===== config.mk =====
export PLATFORM = sky130hd
export DESIGN_NAME = paging_frame_allocator_core
export DESIGN_NICKNAME = d
export VERILOG_FILES = /design/src/hw/rtl/pfa_pkg.sv /design/src/hw/rtl/pfa_ctrl.sv /design/src/hw/rtl/pfa_datapath.sv /design/src/hw/rtl/paging_frame_allocator_core.sv
export SDC_FILE = /design/constraint.sdc
export NUM_CORES = 2
export LEC_CHECK = 0
export BUFFER_PORTS_ARGS = -buffer_cell sky130_fd_sc_hd__buf_2
export CAP_MARGIN = 20
export CORE_MARGIN = 5
export CORE_UTILIZATION = 35
export CTS_CLUSTER_DIAMETER = 40
export DETAILED_ROUTE_END_ITERATION = 10
export PLACE_DENSITY_LB_ADDON = 0.1
export SYNTH_ARGS = -nofsm -noshare
export SYNTH_HDL_FRONTEND = slang
export SYNTH_SLANG_ARGS = --single-unit

===== constraint.sdc =====
create_clock -name clk_i -period 7.3 [get_ports clk_i]
set_input_delay 1.825 -clock clk_i [delete_from_list [all_inputs] [get_ports clk_i]]
set_output_delay 1.825 -clock clk_i [all_outputs]
set_load 0.05 [all_outputs]

===== src/hw/rtl/pfa_pkg.sv =====
`default_nettype none

package pfa_pkg;

  localparam int unsigned FRAME_W = 6;
  localparam int unsigned COUNT_W = 7;
  localparam int unsigned SIZE_W  = 17;
  localparam int unsigned PID_W   = 8;

  localparam logic [SIZE_W-1:0] MAX_FRAME_SIZE = 17'd65536;

  localparam logic CMD_ALLOC   = 1'b0;
  localparam logic CMD_DEALLOC = 1'b1;

  localparam logic STATUS_OK      = 1'b0;
  localparam logic STATUS_REFUSED = 1'b1;

  // Register index, taken from paddr bit 2.
  localparam logic REG_TOTAL_FRAMES = 1'b0;
  localparam logic REG_FRAME_SIZE   = 1'b1;

  // Commands from the controller to the datapath.
  typedef struct packed {
    logic accept;
    logic rd_issue;
    logic frame_move;
    logic scan_step;
    logic single_load;
  } pfa_cmd_t;

  // Status from the datapath to the controller.
  typedef struct packed {
    logic req_dealloc;
    logic req_refuse;
    logic req_zero;
    logic alloc_more;
    logic frame_pend;
    logic scan_busy;
    logic out_free;
  } pfa_stat_t;

  // Decoded configuration write.
  typedef struct packed {
    logic        wr_frames;
    logic        wr_size;
    logic [31:0] wdata;
  } pfa_cfg_t;

endpackage

`default_nettype wire


===== src/hw/rtl/pfa_ctrl.sv =====
`default_nettype none

module pfa_ctrl (
  input  logic              clk_i,
  input  logic              rst_ni,
  input  logic              in_valid_i,
  output logic              in_stall_o,
  input  pfa_pkg::pfa_stat_t stat_i,
  output pfa_pkg::pfa_cmd_t  ctl_o
);
  import pfa_pkg::*;

  typedef enum logic [1:0] {
    S_IDLE,
    S_ALLOC,
    S_SCAN,
    S_DONE
  } state_e;

  state_e state_q, state_d;
  logic   move;

  assign in_stall_o = (state_q != S_IDLE);
  assign move       = stat_i.frame_pend && stat_i.out_free;

  always_comb begin
    state_d = state_q;
    ctl_o   = '0;
    unique case (state_q)
      S_IDLE: begin
        if (in_valid_i) begin
          ctl_o.accept = 1'b1;
          if (stat_i.req_dealloc) begin
            state_d = S_SCAN;
          end else if (stat_i.req_refuse || stat_i.req_zero) begin
            state_d = S_DONE;
          end else begin
            state_d = S_ALLOC;
          end
        end
      end
      S_ALLOC: begin
        // One frame read in flight at most; a new read starts as the
        // previous one drains into the output register.
        ctl_o.frame_move = move;
        ctl_o.rd_issue   = stat_i.alloc_more && (!stat_i.frame_pend || move);
        if (!stat_i.alloc_more && move) begin
          state_d = S_IDLE;
        end
      end
      S_SCAN: begin
        ctl_o.scan_step = 1'b1;
        if (!stat_i.scan_busy) begin
          state_d = S_DONE;
        end
      end
      S_DONE: begin
        if (stat_i.out_free) begin
          ctl_o.single_load = 1'b1;
          state_d = S_IDLE;
        end
      end
      default: state_d = S_IDLE;
    endcase
  end

  always_ff @(posedge clk_i or negedge rst_ni) begin
    if (!rst_ni) begin
      state_q <= S_IDLE;
    end else begin
      state_q <= state_d;
    end
  end

endmodule

`default_nettype wire


===== src/hw/rtl/pfa_datapath.sv =====
`default_nettype none

module pfa_datapath #(
  parameter int unsigned FRAMES = 64
) (
  input  logic                         clk_i,
  input  logic                         rst_ni,
  input  pfa_pkg::pfa_cmd_t            ctl_i,
  output pfa_pkg::pfa_stat_t           stat_o,
  input  pfa_pkg::pfa_cfg_t            cfg_i,
  output logic [pfa_pkg::COUNT_W-1:0]  total_frames_o,
  output logic [pfa_pkg::SIZE_W-1:0]   frame_size_o,
  input  logic                         cmd_i,
  input  logic [pfa_pkg::PID_W-1:0]    pid_i,
  input  logic [pfa_pkg::COUNT_W-1:0]  num_pages_i,
  output logic                         out_valid_o,
  input  logic                         out_stall_i,
  output logic                         status_o,
  output logic                         frame_valid_o,
  output logic [pfa_pkg::FRAME_W-1:0]  frame_o,
  output logic                         last_o,
  output logic [pfa_pkg::COUNT_W-1:0]  frames_freed_o,
  output logic [pfa_pkg::COUNT_W-1:0]  free_frames_o,
  output logic [22:0]                  free_bytes_o,
  output logic [7:0]                   process_count_o,
  output logic [31:0]                  paged_in_o,
  output logic [31:0]                  paged_out_o
);
  import pfa_pkg::*;

  localparam int unsigned AW = $clog2(FRAMES);
  localparam logic [COUNT_W-1:0] FramesCnt = COUNT_W'(FRAMES);
  localparam logic [AW-1:0]      LastIdx   = AW'(FRAMES - 1);

  // Configuration and allocator state.
  logic [COUNT_W-1:0] tot_q, top_q, rp_q, freed_q;
  logic [SIZE_W-1:0]  fsz_q;
  logic [7:0]         proc_q;
  logic [31:0]        in_q, outc_q;
  logic [PID_W-1:0]   pid_q;
  logic               refuse_q;

  // Free stack: memory plus one valid bit per entry. An entry that is not
  // valid reads as its own index.
  logic [FRAME_W-1:0] stk_mem [FRAMES];
  logic [FRAMES-1:0]  stk_vld_q;
  logic [FRAME_W-1:0] stk_rd_q;
  logic               stk_rd_vld_q;
  logic [AW-1:0]      stk_rd_addr_q;
  logic               pend_q;

  // Owner table: valid bits in flops, owner ids in a memory.
  logic [PID_W-1:0]   own_mem [FRAMES];
  logic [FRAMES-1:0]  own_vld_q;
  logic [PID_W-1:0]   own_rd_q;

  // Scan sequencer.
  logic [AW-1:0]      sc_q, cmp_idx_q;
  logic               iss_done_q, cmp_vld_q, cmp_own_vld_q;

  // Output register.
  logic               out_vld_q;
  logic               status_q, fv_q, last_q;
  logic [FRAME_W-1:0] frame_q;
  logic [COUNT_W-1:0] ofreed_q, ofree_q;
  logic [22:0]        obytes_q;
  logic [7:0]         oproc_q;
  logic [31:0]        oin_q, oout_q;

  logic [COUNT_W-1:0] rp_dec, tf_raw, tf_new;
  logic [AW-1:0]      rd_addr, top_idx, own_idx;
  logic [FRAME_W-1:0] pend_frame;
  logic [SIZE_W-1:0]  fs_raw, fs_new;
  logic [23:0]        prod;
  logic               hit, push_ok, out_free, load;

  assign rp_dec     = rp_q - COUNT_W'(1);
  assign rd_addr    = rp_dec[AW-1:0];
  assign top_idx    = top_q[AW-1:0];
  assign pend_frame = stk_rd_vld_q ? stk_rd_q : FRAME_W'(stk_rd_addr_q);
  assign own_idx    = pend_frame[AW-1:0];
  assign hit        = cmp_vld_q && cmp_own_vld_q && (own_rd_q == pid_q);
  assign push_ok    = hit && (top_q < FramesCnt);
  assign prod       = 24'(top_q) * 24'(fsz_q);
  assign out_free   = !out_vld_q || !out_stall_i;
  assign load       = ctl_i.frame_move || ctl_i.single_load;

  assign tf_raw = cfg_i.wdata[COUNT_W-1:0];
  assign tf_new = (tf_raw == '0) ? COUNT_W'(1) : ((tf_raw > FramesCnt) ? FramesCnt : tf_raw);
  assign fs_raw = cfg_i.wdata[SIZE_W-1:0];
  assign fs_new = (fs_raw == '0) ? SIZE_W'(1) :
                  ((fs_raw > MAX_FRAME_SIZE) ? MAX_FRAME_SIZE : fs_raw);

  always_comb begin
    stat_o             = '0;
    stat_o.req_dealloc = (cmd_i == CMD_DEALLOC);
    stat_o.req_refuse  = (num_pages_i > top_q);
    stat_o.req_zero    = (num_pages_i == '0);
    stat_o.alloc_more  = (rp_q != top_q);
    stat_o.frame_pend  = pend_q;
    stat_o.scan_busy   = !iss_done_q || cmp_vld_q;
    stat_o.out_free    = out_free;
  end

  always_ff @(posedge clk_i or negedge rst_ni) begin
    if (!rst_ni) begin
      tot_q         <= FramesCnt;
      top_q         <= FramesCnt;
      rp_q          <= FramesCnt;
      fsz_q         <= 17'd4096;
      proc_q        <= '0;
      in_q          <= '0;
      outc_q        <= '0;
      freed_q       <= '0;
      refuse_q      <= 1'b0;
      stk_vld_q     <= '0;
      own_vld_q     <= '0;
      stk_rd_vld_q  <= 1'b0;
      stk_rd_addr_q <= '0;
      pend_q        <= 1'b0;
      sc_q          <= '0;
      cmp_idx_q     <= '0;
      cmp_own_vld_q <= 1'b0;
      iss_done_q    <= 1'b1;
      cmp_vld_q     <= 1'b0;
      out_vld_q     <= 1'b0;
    end else begin
      cmp_vld_q <= 1'b0;

      if (ctl_i.accept) begin
        freed_q    <= '0;
        rp_q       <= top_q;
        sc_q       <= '0;
        iss_done_q <= (cmd_i != CMD_DEALLOC);
        refuse_q   <= (cmd_i == CMD_ALLOC) && (num_pages_i > top_q);
        if (cmd_i == CMD_DEALLOC) begin
          if (proc_q != '0) begin
            proc_q <= proc_q - 8'd1;
          end
        end else if (num_pages_i <= top_q) begin
          // All counters take their final values now; the frames follow.
          top_q <= top_q - num_pages_i;
          in_q  <= in_q + 32'(num_pages_i);
          if (proc_q != 8'hFF) begin
            proc_q <= proc_q + 8'd1;
          end
        end
      end

      if (ctl_i.rd_issue) begin
        rp_q          <= rp_dec;
        stk_rd_vld_q  <= stk_vld_q[rd_addr];
        stk_rd_addr_q <= rd_addr;
        pend_q        <= 1'b1;
      end else if (ctl_i.frame_move) begin
        pend_q <= 1'b0;
      end

      if (ctl_i.frame_move) begin
        own_vld_q[own_idx] <= 1'b1;
      end

      if (ctl_i.scan_step && !iss_done_q) begin
        cmp_vld_q     <= 1'b1;
        cmp_idx_q     <= sc_q;
        cmp_own_vld_q <= own_vld_q[sc_q];
        sc_q          <= sc_q + AW'(1);
        if (sc_q == LastIdx) begin
          iss_done_q <= 1'b1;
        end
      end

      if (hit) begin
        own_vld_q[cmp_idx_q] <= 1'b0;
        freed_q              <= freed_q + COUNT_W'(1);
        outc_q               <= outc_q + 32'd1;
        if (push_ok) begin
          stk_vld_q[top_idx] <= 1'b1;
          top_q              <= top_q + COUNT_W'(1);
        end
      end

      if (load) begin
        out_vld_q <= 1'b1;
      end else if (!out_stall_i) begin
        out_vld_q <= 1'b0;
      end

      if (cfg_i.wr_frames) begin
        tot_q     <= tf_new;
        top_q     <= tf_new;
        stk_vld_q <= '0;
        own_vld_q <= '0;
      end
      if (cfg_i.wr_size) begin
        fsz_q <= fs_new;
      end
    end
  end

  always_ff @(posedge clk_i) begin
    if (ctl_i.rd_issue) begin
      stk_rd_q <= stk_mem[rd_addr];
    end
    if (push_ok) begin
      stk_mem[top_idx] <= FRAME_W'(cmp_idx_q);
    end
  end

  always_ff @(posedge clk_i) begin
    if (ctl_i.scan_step && !iss_done_q) begin
      own_rd_q <= own_mem[sc_q];
    end
    if (ctl_i.frame_move) begin
      own_mem[own_idx] <= pid_q;
    end
  end

  always_ff @(posedge clk_i) begin
    if (ctl_i.accept) begin
      pid_q <= pid_i;
    end
    if (load) begin
      status_q <= ctl_i.single_load ? refuse_q : STATUS_OK;
      fv_q     <= ctl_i.frame_move;
      frame_q  <= ctl_i.frame_move ? pend_frame : '0;
      last_q   <= ctl_i.single_load || (rp_q == top_q);
      ofreed_q <= ctl_i.single_load ? freed_q : '0;
      ofree_q  <= top_q;
      obytes_q <= prod[22:0];
      oproc_q  <= proc_q;
      oin_q    <= in_q;
      oout_q   <= outc_q;
    end
  end

  assign total_frames_o  = tot_q;
  assign frame_size_o    = fsz_q;
  assign out_valid_o     = out_vld_q;
  assign status_o        = status_q;
  assign frame_valid_o   = fv_q;
  assign frame_o         = frame_q;
  assign last_o          = last_q;
  assign frames_freed_o  = ofreed_q;
  assign free_frames_o   = ofree_q;
  assign free_bytes_o    = obytes_q;
  assign process_count_o = oproc_q;
  assign paged_in_o      = oin_q;
  assign paged_out_o     = oout_q;

endmodule

`default_nettype wire


===== src/hw/rtl/paging_frame_allocator_core.sv =====
// Page frame allocator with a free-frame stack and an owner table. An
// allocate transaction (cmd 0) pops num_pages frames, tags each with pid and
// returns one result transaction per granted frame, the last one marked with
// last; a request for more frames than are free returns one refusal result
// with status 1, and a request for zero frames returns one success result
// with frame_valid low. A deallocate transaction (cmd 1) scans all frames in
// ascending order, pushes every frame owned by pid back on the stack and
// returns one summary result with frames_freed. Every result carries the
// free count, free bytes, process count and paged-in/out totals as they
// stand after the whole request. One request is worked on at a time. The
// free-stack memory delivers one frame per cycle through its registered read
// port while the result channel does not stall; a deallocate is paced by the
// owner-table scan, which visits one entry per cycle. The next request is
// accepted while the final result still waits in the output register.
// Writing total_frames refills the stack and clears all owners at once
// through per-entry valid bits, so no clearing pass is needed after reset
// or after a write. Configuration is written through an APB-style port with
// total_frames at address 0 and frame_size at address 4; out-of-range values
// are clamped.
`default_nettype none

module paging_frame_allocator_core #(
  parameter int unsigned FRAMES = 64
) (
  input  logic                         clk_i,
  input  logic                         rst_ni,
  // Request channel.
  input  logic                         in_valid_i,
  output logic                         in_stall_o,
  input  logic                         cmd_i,
  input  logic [pfa_pkg::PID_W-1:0]    pid_i,
  input  logic [pfa_pkg::COUNT_W-1:0]  num_pages_i,
  // Result channel.
  output logic                         out_valid_o,
  input  logic                         out_stall_i,
  output logic                         status_o,
  output logic                         frame_valid_o,
  output logic [pfa_pkg::FRAME_W-1:0]  frame_o,
  output logic                         last_o,
  output logic [pfa_pkg::COUNT_W-1:0]  frames_freed_o,
  output logic [pfa_pkg::COUNT_W-1:0]  free_frames_o,
  output logic [22:0]                  free_bytes_o,
  output logic [7:0]                   process_count_o,
  output logic [31:0]                  paged_in_o,
  output logic [31:0]                  paged_out_o,
  // Configuration port.
  input  logic                         psel,
  input  logic                         penable,
  input  logic                         pwrite,
  input  logic [2:0]                   paddr,
  input  logic [31:0]                  pwdata,
  output logic [31:0]                  prdata,
  output logic                         pready
);
  import pfa_pkg::*;

  pfa_cmd_t           ctl;
  pfa_stat_t          stat;
  pfa_cfg_t           cfg;
  logic               cfg_wr;
  logic [COUNT_W-1:0] total_frames;
  logic [SIZE_W-1:0]  frame_size;

  // The port never waits, so a write lands in its access cycle.
  assign pready = 1'b1;
  assign cfg_wr = psel && penable && pwrite;

  always_comb begin
    cfg           = '0;
    cfg.wdata     = pwdata;
    cfg.wr_frames = cfg_wr && (paddr[2] == REG_TOTAL_FRAMES);
    cfg.wr_size   = cfg_wr && (paddr[2] == REG_FRAME_SIZE);
  end

  // Reads return the clamped value held in the register.
  always_comb begin
    unique case (paddr[2])
      REG_TOTAL_FRAMES: prdata = 32'(total_frames);
      REG_FRAME_SIZE:   prdata = 32'(frame_size);
      default:          prdata = '0;
    endcase
  end

  pfa_ctrl u_ctrl (
    .clk_i      (clk_i),
    .rst_ni     (rst_ni),
    .in_valid_i (in_valid_i),
    .in_stall_o (in_stall_o),
    .stat_i     (stat),
    .ctl_o      (ctl)
  );

  pfa_datapath #(
    .FRAMES (FRAMES)
  ) u_datapath (
    .clk_i           (clk_i),
    .rst_ni          (rst_ni),
    .ctl_i           (ctl),
    .stat_o          (stat),
    .cfg_i           (cfg),
    .total_frames_o  (total_frames),
    .frame_size_o    (frame_size),
    .cmd_i           (cmd_i),
    .pid_i           (pid_i),
    .num_pages_i     (num_pages_i),
    .out_valid_o     (out_valid_o),
    .out_stall_i     (out_stall_i),
    .status_o        (status_o),
    .frame_valid_o   (frame_valid_o),
    .frame_o         (frame_o),
    .last_o          (last_o),
    .frames_freed_o  (frames_freed_o),
    .free_frames_o   (free_frames_o),
    .free_bytes_o    (free_bytes_o),
    .process_count_o (process_count_o),
    .paged_in_o      (paged_in_o),
    .paged_out_o     (paged_out_o)
  );

endmodule

`default_nettype wire


# After elaboration in Yosys (flattened, before gate mapping)
# Memory sizes are Yosys's and may differ from the RTL's. A register that Yosys moved wholly into a read port is not among the register bits.
# Index checks and enable logic that the tools add are counted.
# op_classes
addsub,9
multipliers,1
magnitude_cmp,13
n_eq_ne,14
muxes,63
n_bitwise,6
n_reduce_logical,44
# op_table
operator,n
2-to-1 mux 64 bit,6
OR 64 bit,2
2-to-1 mux 7 bit,12
bitwise AND 64 bit,1
inverter 64 bit,1
one-hot mux 32 bit (2 select lines),1
< comparator 6 x 7 -> 1 bit (second input constant),5
2-to-1 mux 17 bit,2
adder 32 x 1 -> 32 bit (second input constant),1
adder 32 x 7 -> 32 bit,1
2-to-1 mux 8 bit,4
multiplier 7 x 17 -> 23 bit,1
2-to-1 mux 1 bit,22
demux 1 bit (select 6 bit),3
greater-or-equal comparator 6 x 1 -> 1 bit (second input constant),3
2-to-1 mux 6 bit,3
nonzero test 2 bit,9
greater-than comparator 17 bit (second input constant),1
zero test 17 bit,1
logical AND 1 bit,15
adder 7 x 1 -> 7 bit (second input constant),2
zero test 7 bit,2
2-to-1 mux 2 bit,7
binary-select mux 1 bit (select 6 bit),2
27 further kinds,43
# word_totals
register_bits,398
ram_bits,896
input_bits,58
out_inout_bits,153
word_cells,184
memories,2
# memory_table
name,depth,width,read_ports,rd_clocked_by_memory_dff,wr,line,source
u_datapath.own_mem,64,8,1,1,1,pfa_datapath.sv:53,logic [PID_W-1:0] own_mem [FRAMES];
u_datapath.stk_mem,64,6,1,1,1,pfa_datapath.sv:45,logic [FRAME_W-1:0] stk_mem [FRAMES];

# Logic depth before layout (Yosys ltp)
# depth
ltp_word,10
ltp_mapped,20
ltp_nobuf,17

# Hierarchy
# Synthesis repeated with hierarchy kept, for this count alone.
# hier_totals
hier_cells,3563
hier_area_um2,56629.3
# by_module_without_submodules
mod,instances,cells_each,area_per_inst_um2,seq_area_each_um2
pfa_datapath,1,3503,56106.3,37872.6
paging_frame_allocator_core,1,39,336.6,0.0
pfa_ctrl,1,21,186.4,50.0

# Worst setup path after synthesis
# Ideal clock, no wire load.
# synth_timing
path_type,in2reg
from,input port out_stall_i
to,"register u_datapath.frame_q[0], in the netlist u_datapath.frame_o[0], enable pin"
setup_ns,1.052
t_arrival_ns,4.330
t_required_ns,6.248
setup_slack_ns,1.918
path_stages,4
path_buffers,1
path_cell_list,nand2_1 nand4b_1 clkbuf_1 nand2_1
# synth_via
elab_chain_len,5
elab_cells_between_ends,7
classes_between,mux (3); reduce/logical (4)
# synth_rtl
item,line,source
start: declaration,paging_frame_allocator_core.sv:35,"input logic out_stall_i,"
zero test 1 bit (*),pfa_datapath.sv:85,assign out_free = !out_vld_q || !out_stall_i;
logical OR 1 bit (*),pfa_datapath.sv:85,
2-to-1 mux 1 bit or logical AND 1 bit (tied branches),"pfa_ctrl.sv:58, pfa_ctrl.sv:24",
2-to-1 mux 1 bit or 2-to-1 mux 2 bit (tied branches),pfa_ctrl.sv:29,unique case (state_q)
logical OR 1 bit (*),pfa_datapath.sv:86,assign load = ctl_i.frame_move || ctl_i.single_load;
via u_datapath.load,pfa_datapath.sv:75,"logic hit, push_ok, out_free, load;"
end signal: assignment,pfa_datapath.sv:226,frame_q <= ctl_i.frame_move ? pend_frame : '0;
end: declaration,pfa_datapath.sv:64,logic [FRAME_W-1:0] frame_q;
# The timed path passes the listed nets; every way through them passes the cells marked *.
# A chain may end at the register's enable or synchronous reset.

# Worst setup path in the final report
# layout_timing
from,register u_datapath.top_q[6]
to,"register u_datapath.obytes_q[22], in the netlist u_datapath.free_bytes_o[22] (data pin)"
# layout_via
elab_chain_len,1
# layout_rtl
item,line,source
start: declaration,pfa_datapath.sv:36,"logic [COUNT_W-1:0] tot_q, top_q, rp_q, freed_q;"
start signal: assignment,pfa_datapath.sv:108,top_q <= FramesCnt;
start signal: assignment,pfa_datapath.sv:142,top_q <= top_q - num_pages_i;
start signal: assignment,pfa_datapath.sv:179,top_q <= top_q + COUNT_W'(1);
multiplier 7 x 17 -> 23 bit,pfa_datapath.sv:84,assign prod = 24'(top_q) * 24'(fsz_q);
via u_datapath.prod[22],pfa_datapath.sv:74,logic [23:0] prod;
end signal: assignment,pfa_datapath.sv:230,obytes_q <= prod[22:0];
end: declaration,pfa_datapath.sv:66,logic [22:0] obytes_q;
# The timed path passes the listed nets, and every way through them passes these cells.

==> run metrics <==
Post-Place Worst Slack=1990 ps; Bufs and invs on worst path=2; async set or reset register ratio after synthesis=0.208; hpwl dp=91,700 um; Area Overhead vs Synth=18.5%; ANT nets after route=0; Power per Cell Area=435 nW/um2; postcts setup bufs=0; FMAX=187 MHz; final hold violations=0; # resized after CTS=0; flop2flop setup slack=1960 ps; drt pass-1 iters=5; Slew Viols, Final=0; Yosys cell types=73; TritonCTS buffer count=193; met3 usage in global routing=0.0342; Port Buffers=177; Mapped Cells=3,405; Synth Register Bits=1,308; total power=28.9 mW; Worst setup EP type=register; Hold WS=449 ps; CTS Hold Bufs=0; final clock skew=38.6 ps; Ports=211; GR peak layer=met2; clock buffer depth=3; GR Overflow Total=0; VDD IR max=339 uV; row count=147; via count=30,800; dpl cells=5,584; slowest library cell on the worst path=dfstp_2; GR Layer Usage met1=0.251; core area=160,000 um2; crit-path most repeated cell=fa_1; clk_lat worst skew=820 ps; Finished Core Util=0.416; Worst setup SP type=register; # setup viols final=0; Vias per Instance=5.16; Rel. slew slack=0.231; DRC viols=0; initial antenna violation count=14; Synth Warn #=0; CP top delay family=adder cells; period utilization=0.732; CTS tree=yes; GR Util All Layers=0.173; Max Cap Viol=0; synthesized cell area=56,100 um2; Post-Layout Cell Count=5,962; routability cong.=0.762; fin crit period=5340 ps; Worst EP required=7830 ps; status=completed; WP data arrival=5870 ps; WS Path Type=reg -> reg; post-synthesis sequential area ratio=0.676; Clock transition at path regs=60 ps; pin count of the biggest net entering global routing=109; worst min path class=reg -> reg; final instance area=66,500 um2; setup TNS=0 ps; worst path cell trace=and2_1, fa_1, fa_1, fa_1, inv_1, fa_1, inv_1, ha_1, or4_1, o22a_1, nand3b_1, a31oi_1, o31ai_1, xnor2_1; Least-Margin Pin Slew=1150 ps; first-pass GRT wire length=217,000 um; RSZ-0062 raised after global routing=no; vias in the first global route=31,700; worst-path fanout max=26; initial DRC count=2,284; GRT met2 Usage=0.268; final wirelength=146,000 um; layout cells sized above 1=0.238; Post-synth EDFFs=1,036; H-tree levels=4; Main synth FF type=edfxtp_1; clock sinks=1,308; total die area=168,000 um2; CTS Root Cell=clkbuf_16; nets@finish=3,898; Leak Pwr=24.0 nW; die width=410 um; wire per inst=24.6 um; final worst slack=1960 ps; Die Ht=410 um; CP peak stage delay=900 ps; Post-Place Cell Area=59,600 um2; Syn Area/Cell=16.5 um2; Initial Util=0.351
power breakdown:
| group | internal (mW) | total (mW) | switching [mW] |
|---|---|---|---|
| logic | 3.14 | 9.23 | 6.09 |
| registers | 9.43 | 10.1 | 0.627 |
| clock network | 6.08 | 9.62 | 3.55 |
cell usage in the layout (no fill, tap or decap), types with 18 or more instances in the layout:
cell and count:
nor2b_1 26, clkinv_2 20, nor2_1 199, a21oi_1 125, nor3_1 21, o21ai_0 120, inv_1 127, mux2i_1 42
edfxtp_1 1036, buf_4 70, nand3_1 49, fa_1 76, a31oi_1 19, buf_2 177, clkinv_4 19, clkbuf_16 200
clkbuf_1 32, inv_6 22, a22o_1 19, a21o_1 18, ha_1 64, mux4_2 288, xnor2_1 71, nand2b_1 18
and2_1 134, nand4_1 25, o21a_1 72, clkinvlp_4 21, dfrtp_1 256, a211oi_1 29, nand2_1 184, xor2_1 35
bufinv_16 26
registers in the layout (all words and copies together), names as in the netlist, 7 cells and up:
register,count
u_datapath.own_mem,512
u_datapath.stk_mem,384
u_datapath.own_vld_q,64
u_datapath.stk_vld_q,64
u_datapath.in_q,32
u_datapath.outc_q,32
u_datapath.paged_in_o,32
u_datapath.paged_out_o,32
u_datapath.free_bytes_o,23
u_datapath.frame_size_o,17
u_datapath.own_rd_q,8
u_datapath.pid_q,8
u_datapath.proc_q,8
u_datapath.process_count_o,8
u_datapath.frames_freed_o,7
u_datapath.free_frames_o,7
u_datapath.freed_q,7
u_datapath.rp_q,7
u_datapath.top_q,7
u_datapath.total_frames_o,7
area by class of cell:
class / count / area, um2
inverter: 129 / 484
clock buffer: 240 / 5240
fill: 14500 / 93500
sequential: 1308 / 37900
antenna: 5 / 12.5
clock inverter: 127 / 1590
timing repair buffer: 258 / 1560
tap: 2086 / 2610
multi-input combinational: 1809 / 17100
synthesized netlist by cell type (8+ instances only):
| cell | number | area share |
|---|---|---|
| xnor2_1 | 73 | 0.011 |
| o22ai_1 | 11 | 0.0012 |
| a31oi_1 | 19 | 0.0021 |
| o221ai_1 | 16 | 0.0025 |
| mux2_2 | 16 | 0.0032 |
| o21ai_0 | 120 | 0.011 |
| buf_2 | 34 | 0.0030 |
| a21o_1 | 18 | 0.0024 |
| nor2_1 | 199 | 0.013 |
| mux4_2 | 288 | 0.12 |
| nand3_1 | 49 | 0.0044 |
| buf_4 | 25 | 0.0033 |
| buf_1 | 14 | 0.00094 |
| nor2b_1 | 26 | 0.0029 |
| nor3b_1 | 9 | 0.0012 |
| a21oi_1 | 125 | 0.011 |
| fa_1 | 76 | 0.027 |
| dfrtp_1 | 267 | 0.12 |
| clkbuf_1 | 100 | 0.0067 |
| nand2_1 | 185 | 0.012 |
| edfxtp_1 | 1036 | 0.55 |
| nand4_1 | 25 | 0.0028 |
| nor3_1 | 21 | 0.0019 |
| and2_1 | 134 | 0.015 |
| nand2b_1 | 18 | 0.0020 |
| o21a_1 | 72 | 0.0096 |
| xor2_1 | 37 | 0.0058 |
| ha_1 | 65 | 0.014 |
| and3_1 | 17 | 0.0019 |
| a22o_1 | 19 | 0.0030 |
| o31ai_1 | 8 | 0.0011 |
| mux2i_1 | 42 | 0.0075 |
| a211oi_1 | 29 | 0.0039 |
| inv_1 | 127 | 0.0085 |
final timing paths:
check,to,from,depth (start not counted)
max,u_datapath.free_bytes_o[22],u_datapath.top_q[6],14
min,u_datapath.paged_in_o[28],u_datapath.in_q[28],0
max reg2reg,u_datapath.free_bytes_o[22],u_datapath.top_q[6],14
min reg2reg,u_datapath.paged_in_o[28],u_datapath.in_q[28],0
max in group asynchronous,u_datapath.outc_q[12],rst_ni,2
min in group asynchronous,u_datapath.in_q[6],rst_ni,1
logic make-up (layout without fill, tap and decap cells):
group	count (synthesis)	after routing	synth area share
flops	1308	1308	0.676
simple gates	722	722	0.0630
compound gates	473	473	0.0532
mux	346	346	0.126
buf+inv	302	754	0.0226
fa+ha+maj	142	142	0.0418
xor+xnor	110	110	0.0172
other cells	2	21	0.000134
metal layers:
layer	vias to the layer above	wire, um
met5	-	13
li1	13700	-
met4	2	3460
met3	220	7860
met1	16100	68000
met2	766	67100
No activity file was read; power rests on OpenSTA's default activity.
